$ cat config.mk
export PLATFORM = sky130hd
export DESIGN_NAME = ansi_escape_text_filter
export DESIGN_NICKNAME = d
export VERILOG_FILES = /design/src/design/aetf_pkg.sv /design/src/design/ansi_escape_text_filter.sv /design/src/design/aetf_style.sv /design/src/design/aetf_parser.sv
export VERILOG_INCLUDE_DIRS = /design/src /design/src/design
export SDC_FILE = /design/constraint.sdc
export NUM_CORES = 1
export LEC_CHECK = 0
export BUFFER_PORTS_ARGS = -buffer_cell sky130_fd_sc_hd__buf_2
export CAP_MARGIN = 10
export CORE_AREA = 2 2 101 64
export CTS_CLUSTER_SIZE = 25
export DETAILED_ROUTE_END_ITERATION = 8
export DIE_AREA = 0 0 103 66
export GPL_ROUTABILITY_DRIVEN = 0
export GPL_TIMING_DRIVEN = 0
export PLACE_DENSITY = 0.73
export SLEW_MARGIN = 20
export SYNTH_ARGS = -nofsm -noshare
export SYNTH_HDL_FRONTEND = slang
export SYNTH_SLANG_ARGS = --single-unit
$ cat constraint.sdc
create_clock -name clk -period 6.3 [get_ports clk]
set_input_delay 0.315 -clock clk [delete_from_list [all_inputs] [get_ports clk]]
set_output_delay 0.315 -clock clk [all_outputs]
set_load 0.005 [all_outputs]
$ cat src/design/ansi_escape_text_filter_assert.svh
// Assertion macros shared by the ANSI escape text filter modules.
// Each macro expands to one labeled concurrent assertion with async reset disable.
`ifndef ANSI_ESCAPE_TEXT_FILTER_ASSERT_SVH
`define ANSI_ESCAPE_TEXT_FILTER_ASSERT_SVH

// Same-cycle implication checked at every rising clock edge out of reset.
`define AETF_ASSERT_NOW(label, clk, rst_n, ante, cons) \
    label: assert property (@(posedge clk) disable iff (!rst_n) (ante) |-> (cons)) \
        else $error("assertion failed in %m");

// Next-cycle implication checked at every rising clock edge out of reset.
`define AETF_ASSERT_NEXT(label, clk, rst_n, ante, cons) \
    label: assert property (@(posedge clk) disable iff (!rst_n) (ante) |=> (cons)) \
        else $error("assertion failed in %m");

`endif

$ cat src/design/aetf_pkg.sv
// Package for the ANSI escape text filter: character codes, action codes,
// parser state and result types. No dependencies.
package aetf_pkg;

    // Character codes seen by the parser.
    localparam logic [7:0] CHAR_NUL       = 8'h00;
    localparam logic [7:0] CHAR_BEL       = 8'h07;
    localparam logic [7:0] CHAR_BS        = 8'h08;
    localparam logic [7:0] CHAR_LF        = 8'h0A;
    localparam logic [7:0] CHAR_CR        = 8'h0D;
    localparam logic [7:0] CHAR_ESC       = 8'd27;
    localparam logic [7:0] CHAR_SPACE     = 8'h20;
    localparam logic [7:0] CHAR_LPAREN    = 8'h28;
    localparam logic [7:0] CHAR_RPAREN    = 8'h29;
    localparam logic [7:0] CHAR_ZERO      = 8'h30;
    localparam logic [7:0] CHAR_NINE      = 8'h39;
    localparam logic [7:0] CHAR_SEMI      = 8'h3B;
    localparam logic [7:0] CHAR_LBRACKET  = 8'h5B;
    localparam logic [7:0] CHAR_RBRACKET  = 8'h5D;
    localparam logic [7:0] CHAR_SGR_END   = 8'h6D;
    localparam logic [7:0] CHAR_TILDE     = 8'h7E;
    localparam logic [7:0] CHAR_DEL       = 8'd127;
    localparam logic [7:0] CHAR_CSI       = 8'h9B;
    localparam logic [7:0] CHAR_OSC       = 8'h9D;
    localparam logic [7:0] CHAR_NBSP      = 8'hA0;
    localparam logic [7:0] CHAR_SHY       = 8'hAD;

    // Numeric parameter of a sequence and its select graphic rendition codes.
    localparam int unsigned NUM_W = 10;
    localparam logic [NUM_W-1:0] SECOND_MAX  = 10'd999;
    localparam logic [NUM_W-1:0] SGR_RESET   = 10'd0;
    localparam logic [NUM_W-1:0] SGR_BOLD    = 10'd1;
    localparam logic [NUM_W-1:0] SGR_BLACK   = 10'd30;
    localparam logic [NUM_W-1:0] SGR_RED     = 10'd31;
    localparam logic [NUM_W-1:0] SGR_CYAN    = 10'd36;
    localparam logic [NUM_W-1:0] SGR_WHITE   = 10'd37;
    localparam logic [NUM_W-1:0] SGR_DEFAULT = 10'd39;

    localparam logic [2:0] COLOUR_BLACK = 3'd0;

    // Action codes of one result.
    typedef enum logic [1:0] {
        ACT_NONE   = 2'd0,
        ACT_EMIT   = 2'd1,
        ACT_DELETE = 2'd2,
        ACT_STYLE  = 2'd3
    } action_t;

    // Parser state carried from one character to the next.
    typedef struct packed {
        logic             in_sequence;
        logic             in_csi;
        logic             in_osc;
        logic             after_separator;
        logic             second_present;
        logic [NUM_W-1:0] second_number;
    } seq_state_t;

    // One result item.
    typedef struct packed {
        action_t    action;
        logic [7:0] char_out;
        logic       set_colour;
        logic [2:0] colour;
        logic       set_weight;
        logic       bold;
    } result_t;

    // Printable Latin-1: ASCII space to tilde, and no-break space upward except soft hyphen.
    function automatic logic is_printable(input logic [7:0] c);
        return ((c >= CHAR_SPACE) && (c <= CHAR_TILDE))
            || ((c >= CHAR_NBSP) && (c != CHAR_SHY));
    endfunction

endpackage

$ cat src/design/ansi_escape_text_filter.sv
// ANSI escape text filter: one Latin-1 byte in, one action out per transfer.
// Path: a character moves from the input register into the result register when the
// result register can take it, and leaves the result register at an unstalled transfer.
// Throughput: one transfer per cycle on both channels; the input stalls only while both
// registers hold a character and the result is stalled. Reset (rst_n low, asynchronous)
// empties both registers and clears the escape parser state.
module ansi_escape_text_filter (
    input  logic       clk,
    input  logic       rst_n,
    input  logic       in_valid,
    output logic       in_stall,
    input  logic [7:0] char_in,
    output logic       out_valid,
    input  logic       out_stall,
    output logic [1:0] action,
    output logic [7:0] char_out,
    output logic       set_colour,
    output logic [2:0] colour,
    output logic       set_weight,
    output logic       bold
);
    import aetf_pkg::*;

    `include "ansi_escape_text_filter_assert.svh"

    logic       in_valid_reg;
    logic [7:0] in_char_reg;
    logic       out_valid_reg;
    result_t    out_result_reg;
    result_t    result;
    logic       out_ready;
    logic       step;
    logic       in_take;

    // Handshake: each stage moves when the stage after it can take its item.
    assign out_ready = !out_valid_reg || !out_stall;
    assign step      = in_valid_reg && out_ready;
    assign in_stall  = in_valid_reg && !out_ready;
    assign in_take   = in_valid && !in_stall;

    aetf_parser u_parser (
        .clk     (clk),
        .rst_n   (rst_n),
        .step    (step),
        .char_in (in_char_reg),
        .result  (result)
    );

    // Input register valid flag.
    always_ff @(posedge clk or negedge rst_n)
    begin
        if (!rst_n)
        begin
            in_valid_reg <= 1'b0;
        end
        else if (!in_stall)
        begin
            in_valid_reg <= in_valid;
        end
    end

    // Input register payload.
    always_ff @(posedge clk)
    begin
        if (in_take)
        begin
            in_char_reg <= char_in;
        end
    end

    // Result register valid flag.
    always_ff @(posedge clk or negedge rst_n)
    begin
        if (!rst_n)
        begin
            out_valid_reg <= 1'b0;
        end
        else if (out_ready)
        begin
            out_valid_reg <= in_valid_reg;
        end
    end

    // Result register payload.
    always_ff @(posedge clk)
    begin
        if (step)
        begin
            out_result_reg <= result;
        end
    end

    assign out_valid  = out_valid_reg;
    assign action     = out_result_reg.action;
    assign char_out   = out_result_reg.char_out;
    assign set_colour = out_result_reg.set_colour;
    assign colour     = out_result_reg.colour;
    assign set_weight = out_result_reg.set_weight;
    assign bold       = out_result_reg.bold;

    // The input side stalls only while a character waits behind a stalled result.
    `AETF_ASSERT_NOW(a_stall_cause, clk, rst_n, in_stall, in_valid_reg && out_valid_reg && out_stall)
    // A character held in the input register is not lost while stalled.
    `AETF_ASSERT_NEXT(a_in_hold, clk, rst_n, in_valid_reg && !step, in_valid_reg && $stable(in_char_reg))
    // A processed character always lands in the result register.
    `AETF_ASSERT_NEXT(a_step_lands, clk, rst_n, step, out_valid_reg)

endmodule

$ cat src/design/aetf_style.sv
// Style decoder of the ANSI escape text filter: maps the second number of an
// SGR sequence to a colour or weight change. Depends on aetf_pkg.
module aetf_style (
    input  logic                          second_present,
    input  logic [aetf_pkg::NUM_W-1:0]    second_number,
    output aetf_pkg::result_t             style
);
    import aetf_pkg::*;

    logic [2:0] colour_index;

    assign colour_index = 3'(second_number - SGR_BLACK);

    // Decode the SGR parameter; unsupported values give no action.
    always_comb
    begin
        style = '0;
        if (!second_present || (second_number == SGR_BLACK)
            || (second_number == SGR_WHITE) || (second_number == SGR_DEFAULT))
        begin
            style.action     = ACT_STYLE;
            style.set_colour = 1'b1;
            style.colour     = COLOUR_BLACK;
        end
        else if (second_number == SGR_RESET)
        begin
            style.action     = ACT_STYLE;
            style.set_colour = 1'b1;
            style.colour     = COLOUR_BLACK;
            style.set_weight = 1'b1;
            style.bold       = 1'b0;
        end
        else if (second_number == SGR_BOLD)
        begin
            style.action     = ACT_STYLE;
            style.set_weight = 1'b1;
            style.bold       = 1'b1;
        end
        else if ((second_number >= SGR_RED) && (second_number <= SGR_CYAN))
        begin
            style.action     = ACT_STYLE;
            style.set_colour = 1'b1;
            style.colour     = colour_index;
        end
    end

endmodule

$ cat src/design/aetf_parser.sv
// Sequence parser of the ANSI escape text filter: holds the escape state and
// works out the result of one character. Depends on aetf_pkg and aetf_style.
module aetf_parser (
    input  logic              clk,
    input  logic              rst_n,
    input  logic              step,
    input  logic [7:0]        char_in,
    output aetf_pkg::result_t result
);
    import aetf_pkg::*;

    `include "ansi_escape_text_filter_assert.svh"

    seq_state_t       state_reg;
    seq_state_t       state_next;
    result_t          style;
    logic             is_digit;
    logic [3:0]       digit_value;
    logic [13:0]      scaled;
    logic [NUM_W-1:0] saturated;
    logic             done;

    aetf_style u_style (
        .second_present (state_reg.second_present),
        .second_number  (state_reg.second_number),
        .style          (style)
    );

    // Digit accumulation with saturation of the second number.
    assign is_digit    = (char_in >= CHAR_ZERO) && (char_in <= CHAR_NINE);
    assign digit_value = 4'(char_in - CHAR_ZERO);
    assign scaled      = ({4'b0, state_reg.second_number} << 3)
                       + ({4'b0, state_reg.second_number} << 1)
                       + {10'b0, digit_value};
    assign saturated   = (scaled > {4'b0, SECOND_MAX}) ? SECOND_MAX : scaled[NUM_W-1:0];

    // Next state and result for the current character.
    always_comb
    begin
        state_next = state_reg;
        result     = '0;
        done       = 1'b0;
        if (state_reg.in_sequence)
        begin
            if (state_reg.in_csi || state_reg.in_osc)
            begin
                if (is_digit)
                begin
                    if (state_reg.after_separator)
                    begin
                        state_next.second_present = 1'b1;
                        state_next.second_number  = state_reg.second_present
                                                  ? saturated
                                                  : {6'b0, digit_value};
                    end
                end
                else if (char_in == CHAR_SEMI)
                begin
                    state_next.after_separator = 1'b1;
                end
                else if (state_reg.in_osc && (char_in == CHAR_BEL))
                begin
                    done = 1'b1;
                end
                else if (state_reg.in_csi && (char_in != CHAR_NUL))
                begin
                    done = 1'b1;
                end
            end
            else if (char_in == CHAR_LBRACKET)
            begin
                state_next.in_csi = 1'b1;
            end
            else if (char_in == CHAR_RBRACKET)
            begin
                state_next.in_osc = 1'b1;
            end
            else if ((char_in == CHAR_LPAREN) || (char_in == CHAR_RPAREN)
                     || (char_in == CHAR_NUL))
            begin
                state_next = state_reg;
            end
            else
            begin
                done = 1'b1;
            end

            if (done)
            begin
                if (char_in == CHAR_SGR_END)
                begin
                    result = style;
                end
                state_next = '0;
            end
        end
        else if ((char_in == CHAR_CR) || (char_in == CHAR_LF))
        begin
            result.action   = ACT_EMIT;
            result.char_out = CHAR_LF;
        end
        else if (is_printable(char_in))
        begin
            result.action   = ACT_EMIT;
            result.char_out = char_in;
        end
        else if ((char_in == CHAR_DEL) || (char_in == CHAR_BS))
        begin
            result.action = ACT_DELETE;
        end
        else if (char_in == CHAR_ESC)
        begin
            state_next.in_sequence = 1'b1;
        end
        else if (char_in == CHAR_CSI)
        begin
            state_next.in_sequence = 1'b1;
            state_next.in_csi      = 1'b1;
        end
        else if (char_in == CHAR_OSC)
        begin
            state_next.in_sequence = 1'b1;
            state_next.in_osc      = 1'b1;
        end
    end

    // State register, advanced once per processed character.
    always_ff @(posedge clk or negedge rst_n)
    begin
        if (!rst_n)
        begin
            state_reg <= '0;
        end
        else if (step)
        begin
            state_reg <= state_next;
        end
    end

    // A CSI or OSC flag is only ever set inside an open sequence.
    `AETF_ASSERT_NOW(a_kind_in_seq, clk, rst_n, state_reg.in_csi || state_reg.in_osc, state_reg.in_sequence)
    // The second number saturates and is zero until its first digit.
    `AETF_ASSERT_NOW(a_num_range, clk, rst_n, !state_reg.second_present || state_reg.second_number > SECOND_MAX, !state_reg.second_present && state_reg.second_number == '0)
    // Without a processed character the parser state holds.
    `AETF_ASSERT_NEXT(a_state_hold, clk, rst_n, !step, $stable(state_reg))

endmodule

==> results.json, run 1 <==
{
  "rsz0062_at_grt": "false",
  "cts.reportedPaths.clkPinSlew_ps": 70,
  "synthFlopType": "edfxtp_1",
  "synth-seq-area-share": 0.404,
  "critical_path_class": "reg2reg",
  "yosys_warnings": 0,
  "cp_num_buf_inv": 2,
  "crit_chain": "clkbuf_1, inv_1, fa_1, fa_1, nand2b_1, a31oi_1, o2111ai_1, and3b_1, o2111ai_1, a41oi_2, a32o_1",
  "clkSinkCount": 41,
  "wirelength_mm": 6.32,
  "synthTopCellsByCount": "edfxtp_1, nor2_1, nand2_1, inv_1, ha_1",
  "status": "completed",
  "diodes": 0,
  "numCtsBuffers": 5,
  "cpPeakStageDelay_ps": 570,
  "slew_headroom": 0.442,
  "fp.dieW_um": 103,
  "setup_viol": 0,
  "leakagePower_nw": 1.33,
  "yosysMostFrequentCell": "edfxtp_1",
  "placementRows": 22,
  "numPortBuffers": 29,
  "die_area_sq_mm": 0.00680,
  "ir_drop_mv": 0.115,
  "ys_seq_elements": 41,
  "hold_path.class": "in2reg",
  "drv_cap": 0,
  "routed_via_density": 5.86,
  "synth_top_area_cell": "edfxtp_1",
  "fin_crit_sh": 0.637,
  "drtIter0Drc": 378,
  "antenna_found_initial": 0,
  "crit_arrival_ps": 4200,
  "drc": 0,
  "cts_max_level": 2,
  "cp.required_ps": 6490,
  "post-cts-setup-buffers": 0,
  "worstMarginPinSlew_ps": 829,
  "drt-wirelength-per-cell_um": 15.4,
  "grt_pass1_vias": 2073,
  "cts_tree": "yes",
  "drt_first_pass_iters": 5,
  "grt_pass1_wl_mm": 10.4,
  "power.total_uw": 629,
  "synth-edff-count": 24,
  "grt_max_degree": 18,
  "dp_hpwl_mm": 4.90,
  "num_vias": 2401,
  "critPathCaptureType": "flop",
  "area_delta_synth_final_pct": 12.1,
  "async_reset_ff_frac": 0.415,
  "synth_fp_nets": 321,
  "grtUsageTotal": 0.201,
  "synthCells": 288,
  "p_per_area_mw_per_mm2": 198,
  "ys_top_cells_by_area": "edfxtp_1, dfrtp_1, ha_1, nor2_1, nand2_1",
  "finalSetupTns_ps": 0,
  "largest_reg_flops": 15,
  "slowest_stage": "fa_1",
  "syn_area_per_cell_sq_um": 9.85,
  "crit_family": "compound AO/OA/AOI/OAI gates",
  "max_freq_ghz": 0.249,
  "clkLatencyLatePin_ps": 290,
  "core_area_sq_mm": 0.00589,
  "io_pins": 30,
  "max-clock-path-buffers": 2,
  "die_h_um": 66,
  "cp-start-kind": "flop",
  "start_util": 0.482,
  "root_buffer": "clkbuf_8",
  "fin_skew_ps": 3.46,
  "layout_min_cycle_time_ps": 4010,
  "layout-drive-gt1-share": 0.184,
  "layout.nets": 358,
  "grt_overflow": 0,
  "synth_cell_types": 65,
  "syn_area_sq_mm": 0.00284,
  "postRouteAntennaNets": 0,
  "fin_hold_ws_ps": 191,
  "maxSlewViolCount": 0,
  "yosys.area.top_type_share": 0.254,
  "finalHoldViolCount": 0,
  "crit_path_max_fanout": 10
}
==> layout make-up <==
class	instances	area [sq um]
well taps	84	105
plain buffers	8	46.3
multi-input cells	219	1570
fillers	556	2710
inverters	20	75.1
repair buffers	30	155
clock buffers	6	72.6
flip-flops and latches	41	1150
clock inverters	2	10.0
==> worst reg2reg max path, stage by stage (launching register included) <==
cell and delay (ps):
edfxtp_1 500, clkbuf_1 420, inv_1 210, fa_1 570, fa_1 470, nand2b_1 200, a31oi_1 290, o2111ai_1 170
and3b_1 200, o2111ai_1 410, a41oi_2 150, a32o_1 320
==> layout by cell type (no fill, tap or decap), drive strengths merged, types with 4 or more instances in the layout <==
cell type and instances:
a22oi 4, clkbuf 10, buf 33, o21ai 20, a21oi 14, and2 5
xnor2 6, o31ai 4, nor2 26, nor4 7, nor3 13, nand3 10
dfrtp 17, ha 19, nand2 23, nand2b 9, or3 4, edfxtp 24
inv 20, a31oi 5
==> logic make-up (layout without fill, tap and decap cells) <==
logic type,Yosys count,count (layout),synth area share
AND/OR/NAND/NOR,111,111,0.218
flip-flops,41,41,0.404
buffers and inverters,28,66,0.0428
adder cells (fa/ha/maj),21,21,0.0979
AO/OA/AOI/OAI,77,77,0.205
multiplexers,2,2,0.00750
XOR/XNOR,8,8,0.0247
==> power breakdown <==
part	internal, mW	switching (mW)	total [mW]	leakage, nW
sequential	0.310	0.0265	0.336	0.464
clock	0.0767	0.0889	0.166	0.0450
combinational	0.0536	0.0734	0.127	0.817
==> through the flow <==
stage	worst slack [ps]	instance area, sq um	utilization	instances
after floorplan	2910	2840	-	288
after global placement	2460	3090	0.524	401
after detailed placement	2390	3090	0.524	401
after CTS	2360	3180	0.540	410
after global routing	2110	3180	0.540	410
final	2290	3180	0.540	410
==> path summary, 6_finish.rpt <==
check | start | to | slack (ps) | cells after the start
hold reg to reg | in_valid_reg | out_valid | 530 | 1
setup reg to reg | in_char_reg[3] | u_parser.state_reg[4] | 2290 | 11
max in group asynchronous | rst_n | u_parser.state_reg[4] | 5560 | 2
hold / removal | char_in[2] | in_char_reg[2] | 190 | 1
min in group asynchronous | rst_n | out_valid | 470 | 2
setup / recovery | in_char_reg[3] | u_parser.state_reg[4] | 2290 | 11
==> routing by layer <==
layer  track usage  part of all wire  up-vias
met2         0.239              0.37      106
li1              -                 -     1157
met1         0.338              0.53     1131
met4        0.0510            0.0087        0
met3        0.0592             0.089        7
met5             0                 0        -
==> what timing repair did <==
item | 4_1_cts | 5_1_grt
resized for setup | 0 | 0
hold buffers | 1 | 0
endpoints found under the hold margin | 17 | 0
endpoints found under the setup margin | 0 | 0
No activity file was read; power rests on OpenSTA's default activity.
==> run 2, diff against run 1 <==
==> constraint.sdc (replaced) <==
create_clock -name clk -period 3.9 [get_ports clk]
set_input_delay 0.195 -clock clk [delete_from_list [all_inputs] [get_ports clk]]
set_output_delay 0.195 -clock clk [all_outputs]
set_load 0.005 [all_outputs]
==> results.json, run 2 (synthesized netlist as in run 1, its figures left out) <==
{
  "status": "completed",
  "maxSlewViolCount": 0,
  "grt_overflow": 0,
  "ff2ff_setup_slack_ps": 190,
  "setup_slack_ps": 195,
  "grt_max_degree": 18,
  "place_inst": 401,
  "final-seq-area_sq_mm": 0.00115,
  "cp.required_ps": 4080,
  "dp_hpwl_mm": 4.90,
  "fin_crit_sh": 0.950,
  "finalSetupTns_ps": 0,
  "wirelength_mm": 6.51,
  "final_common_cell": "buf_2",
  "hold_path.class": "in2reg",
  "cts_tree": "yes",
  "grt_pass1_wl_mm": 10.4,
  "root_buffer": "clkbuf_8",
  "largest_reg_flops": 15,
  "routed_via_density": 5.89,
  "layout-drive-gt1-share": 0.199,
  "grt_pass1_vias": 2055,
  "cts_max_level": 2,
  "max_freq_ghz": 0.270,
  "antenna_found_initial": 0,
  "drt_first_pass_iters": 6,
  "rr_endpoint": "u_parser.state_reg[4]",
  "holdPathStages": 1,
  "nFillCells": 555,
  "start_util": 0.482,
  "diodes": 0,
  "io_pins": 30,
  "numCtsBuffers": 5,
  "drtIter0Drc": 319,
  "cts.reportedPaths.clkPinSlew_ps": 70,
  "die_h_um": 66,
  "p_per_area_mw_per_mm2": 317,
  "pre_cts_ws_ps": -5.88,
  "finalHoldViolCount": 0,
  "drv_cap": 0,
  "crit_path_max_fanout": 11,
  "critical_path_class": "reg2reg",
  "rsz0062_at_grt": "false",
  "max-clock-path-buffers": 2,
  "slew_headroom": 0.465,
  "clkSinkCount": 41,
  "cp-start-kind": "flop",
  "fp.dieW_um": 103,
  "drt-wirelength-per-cell_um": 15.7,
  "postRouteAntennaNets": 0,
  "drc": 0,
  "core_area_sq_mm": 0.00589,
  "clkLatencyLatePin_ps": 290,
  "worstRegToRegCells": 10,
  "numPortBuffers": 29,
  "final_cell_mix": "buf_2, edfxtp_1, nor2_1",
  "grtUsageTotal": 0.201,
  "layout.nets": 363,
  "area_delta_synth_final_pct": 13.5,
  "layoutNonFillerInstCount": 415,
  "ir_drop_mv": 0.191,
  "leakagePower_nw": 1.35,
  "die_area_sq_mm": 0.00680,
  "num_vias": 2445,
  "power.total_mw": 1.02,
  "critPathCaptureType": "flop",
  "r2r_start": "in_char_reg[3]",
  "multiInputGateArea_sq_mm": 0.00157,
  "setup_viol": 0,
  "fin_skew_ps": 2.01,
  "layout_min_cycle_time_ps": 3710,
  "worstMarginPinSlew_ps": 795,
  "placementRows": 22,
  "crit_arrival_ps": 3890,
  "hp-start": "char_in[2]",
  "min_to": "in_char_reg[2]"
}
[run 2: cell types whose count changed in the layout (fill, tap and decap cells not counted), sizes merged]
| cell | change |
|---|---|
| buf | +6 |
| clkbuf | -1 |
[run 2: through the flow]
| step | area (sq um) | hold slack [ps] | utilization |
|---|---|---|---|
| final | 3220 | 73.1 | 0.547 |
| after global routing | 3220 | 55.9 | 0.547 |
| after CTS | 3180 | 62.5 | 0.539 |
| after detailed placement | 3090 | 136 | 0.524 |
| after global placement | 3090 | 133 | 0.524 |
| after floorplan | 2840 | -101 | - |
[run 2: final cells by class]
type | instances | area share
plain buffers | 7 | 0.0132
clock buffers | 6 | 0.0225
clock inverters | 2 | 0.00311
inverters | 20 | 0.0233
multi-input cells | 219 | 0.487
flip-flops and latches | 41 | 0.356
well taps | 84 | 0.0326
repair buffers | 36 | 0.0622
[run 2: critical path: stages, from the launching register on]
cell,delay [ps]
edfxtp_1,630
inv_1,200
fa_1,560
fa_1,470
nand2b_1,200
a31oi_1,280
o2111ai_1,170
and3b_1,200
o2111ai_1,400
a41oi_2,150
a32o_1,320
[run 2: what timing repair did]
| action | in CTS | in global routing |
|---|---|---|
| endpoints found under the setup margin | 2 | 6 |
| gates cloned | 0 | 0 |
| buffers inserted | 0 | 6 |
| endpoints found under the hold margin | 17 | 0 |
| gates resized for setup | 0 | 0 |
| hold buffers | 1 | 0 |
[run 2: per-layer routing]
| metal | routed length, um | track usage |
|---|---|---|
| met1 | 3300 | 0.339 |
| met2 | 2480 | 0.238 |
| met3 | 670 | 0.0581 |
| met4 | 57 | 0.0493 |
| met5 | 0 | 0 |
[run 2: worst max-delay path by stage]
stage | slack (ps) | depth (start not counted) | to | from
6_report | 190 | 10 | u_parser.state_reg[4] | in_char_reg[3]
5_1_grt | 60 | 10 | u_parser.state_reg[3] | in_char_reg[3]
3_5_place_dp | -6 | 11 | u_parser.state_reg[4] | in_char_reg[3]
2_1_floorplan | 510 | 11 | u_parser.state_reg[4] | in_char_reg[3]
4_1_cts | 120 | 10 | u_parser.state_reg[4] | in_char_reg[3]
3_3_place_gp | 60 | 11 | u_parser.state_reg[4] | in_char_reg[3]
[run 2: power breakdown]
part           internal (mW)  switching, mW  total, mW
combinational         0.0905          0.121      0.211
clock                  0.124          0.141      0.265
sequential             0.500         0.0444      0.545
total                  0.715          0.306       1.02
==> run 3, diff against run 2 <==
--- a/config.mk
+++ b/config.mk
@@ -8,13 +8,15 @@
 export LEC_CHECK = 0
 export BUFFER_PORTS_ARGS = -buffer_cell sky130_fd_sc_hd__buf_2
 export CAP_MARGIN = 10
-export CORE_AREA = 2 2 101 64
+export CELL_PAD_IN_SITES_DETAIL_PLACEMENT = 0
+export CELL_PAD_IN_SITES_GLOBAL_PLACEMENT = 2
+export CORE_AREA = 2 2 115 72
 export CTS_CLUSTER_SIZE = 25
 export DETAILED_ROUTE_END_ITERATION = 8
-export DIE_AREA = 0 0 103 66
+export DIE_AREA = 0 0 117 74
 export GPL_ROUTABILITY_DRIVEN = 0
 export GPL_TIMING_DRIVEN = 0
-export PLACE_DENSITY = 0.73
+export PLACE_DENSITY = 0.84
 export SLEW_MARGIN = 20
 export SYNTH_ARGS = -nofsm -noshare
 export SYNTH_HDL_FRONTEND = slang
==> results.json, run 3 (synthesized netlist as in run 1, its figures left out) <==
{
  "grt_overflow": 0,
  "grt_max_degree": 18,
  "crit_arrival_ps": 3820,
  "wirelength_mm": 6.83,
  "leakagePower_nw": 1.37,
  "setup_viol": 0,
  "layout.nets": 362,
  "fin_skew_ps": 3.26,
  "layout_min_cycle_time_ps": 3640,
  "maxSlewViolCount": 0,
  "layout-drive-gt1-share": 0.191,
  "final_cell_mix": "buf_2, edfxtp_1, nor2_1",
  "rr_endpoint": "u_parser.state_reg[4]",
  "grt_pass1_vias": 2097,
  "drtIter0Drc": 228,
  "slew_headroom": 0.490,
  "fin_util": 0.430,
  "critical_path_class": "reg2reg",
  "start_util": 0.370,
  "combPwrFrac": 0.182,
  "cp.required_ps": 4080,
  "grt_pass1_wl_mm": 11.1,
  "status": "completed",
  "grt_use_met3": 0.0407,
  "setup_slack_ps": 259,
  "diodes": 0,
  "area_delta_synth_final_pct": 16.2,
  "p_per_area_mw_per_mm2": 351,
  "placementRows": 25,
  "drt_first_pass_iters": 5,
  "grt_use_met2": 0.202,
  "max_freq_ghz": 0.275,
  "clockPowerShare": 0.348,
  "nFillCells": 748,
  "worstMarginPinSlew_ps": 758,
  "cts.reportedPaths.clkPinSlew_ps": 60,
  "ir_drop_mv": 0.199,
  "endpoint": "u_parser.state_reg[4]",
  "switching_share": 0.286,
  "num_vias": 2388,
  "grt_util_met1": 0.294,
  "critPathLaunch": "in_char_reg[3]",
  "cts_tree": "yes",
  "finalHoldViolCount": 0,
  "drv_cap": 0,
  "hold_path.class": "in2reg",
  "intPower_uw": 827,
  "fin_crit_sh": 0.934,
  "clkLatencyLatePin_ps": 290,
  "switching_power_uw": 331,
  "routed_via_density": 5.45,
  "crit_path_max_fanout": 11,
  "cts_resized": 0,
  "ff2ff_setup_slack_ps": 260,
  "antenna_found_initial": 0,
  "largest_reg_flops": 15,
  "pre_cts_ws_ps": -77.1,
  "drt-wirelength-per-cell_um": 15.6,
  "grtUsageTotal": 0.172,
  "final_common_cell": "buf_2",
  "core_area_sq_mm": 0.00766,
  "fin_hold_ws_ps": 81.2,
  "place_area_sq_mm": 0.00312,
  "grt-busiest-layer": "met1",
  "power_frac_seq": 0.470,
  "die_h_um": 74,
  "clkSinkCount": 41,
  "cts_max_level": 2,
  "drc": 0,
  "fin_area_sq_mm": 0.00330,
  "r2r_start": "in_char_reg[3]",
  "critPathCaptureType": "flop",
  "fp.dieW_um": 117,
  "holdPathStages": 1,
  "dp_hpwl_mm": 5.34,
  "postRouteAntennaNets": 0,
  "root_buffer": "clkbuf_16",
  "worstRegToRegCells": 10,
  "max-clock-path-buffers": 2,
  "cp-start-kind": "flop",
  "die_area_sq_mm": 0.00866,
  "numPortBuffers": 29,
  "io_pins": 30,
  "numCtsBuffers": 5
}
-- run 3: cell count changes in the layout (fill, tap and decap cells not counted), sizes merged --
cell	delta
clkinv	-1
clkbuf	+1
buf	-1
-- run 3: worst max-delay path, stage by stage, from the launching register on --
cell,delay (ps)
edfxtp_1,580
inv_1,190
fa_1,550
fa_1,470
nand2b_1,200
a31oi_1,280
o2111ai_1,180
and3b_1,200
o2111ai_1,380
a41oi_2,170
a32o_1,340
-- run 3: what timing repair did --
action,CTS,global route
endpoints found under the hold margin,17,0
buffers inserted,0,5
hold buffers,1,0
endpoints found under the setup margin,4,6
-- run 3: how the worst min path moves through the flow --
| stage | endpoint | startpoint |
|---|---|---|
| 2_1_floorplan | in_valid_reg | rst_n |
| 3_3_place_gp | in_valid_reg | rst_n |
| 3_5_place_dp | in_valid_reg | rst_n |
| 4_1_cts | in_char_reg[4] | char_in[4] |
| 5_1_grt | in_char_reg[4] | char_in[4] |
| 6_report | in_char_reg[4] | char_in[4] |
-- run 3: power by group through the flow --
stage / clock (mW) / sequential, mW / combinational [mW]
2_1_floorplan: 0 / 0.544 / 0.145
3_3_place_gp: 0 / 0.551 / 0.204
3_5_place_dp: 0 / 0.551 / 0.205
4_1_cts: 0.414 / 0.545 / 0.204
5_1_grt: 0.431 / 0.549 / 0.235
6_report: 0.403 / 0.544 / 0.210
-- run 3: layer usage --
metal  vias to the layer above  share of wire
met3                         8          0.071
met5                         -              0
li1                       1163              -
met2                        95           0.35
met4                         0          0.010
met1                      1122           0.56
-- run 3: area by class of cell --
type / instances / area (sq um) / area share
Multi-Input combinational cell: 219 / 1570 / 0.476
Sequential cell: 41 / 1150 / 0.348
Timing Repair Buffer: 35 / 193 / 0.0584
Tap cell: 108 / 135 / 0.0410
Clock buffer: 7 / 133 / 0.0402
Inverter: 20 / 75.1 / 0.0228
Buffer: 7 / 42.5 / 0.0129
Clock inverter: 1 / 3.75 / 0.00114
-- run 3: per-stage QoR --
stage,cells,setup TNS (ps),power (mW)
final,438,0,1.16
after global routing,438,-5.57,1.21
after CTS,433,0,1.16
after detailed placement,425,-130,0.756
after global placement,425,-60.1,0.755
after floorplan,288,0,0.689
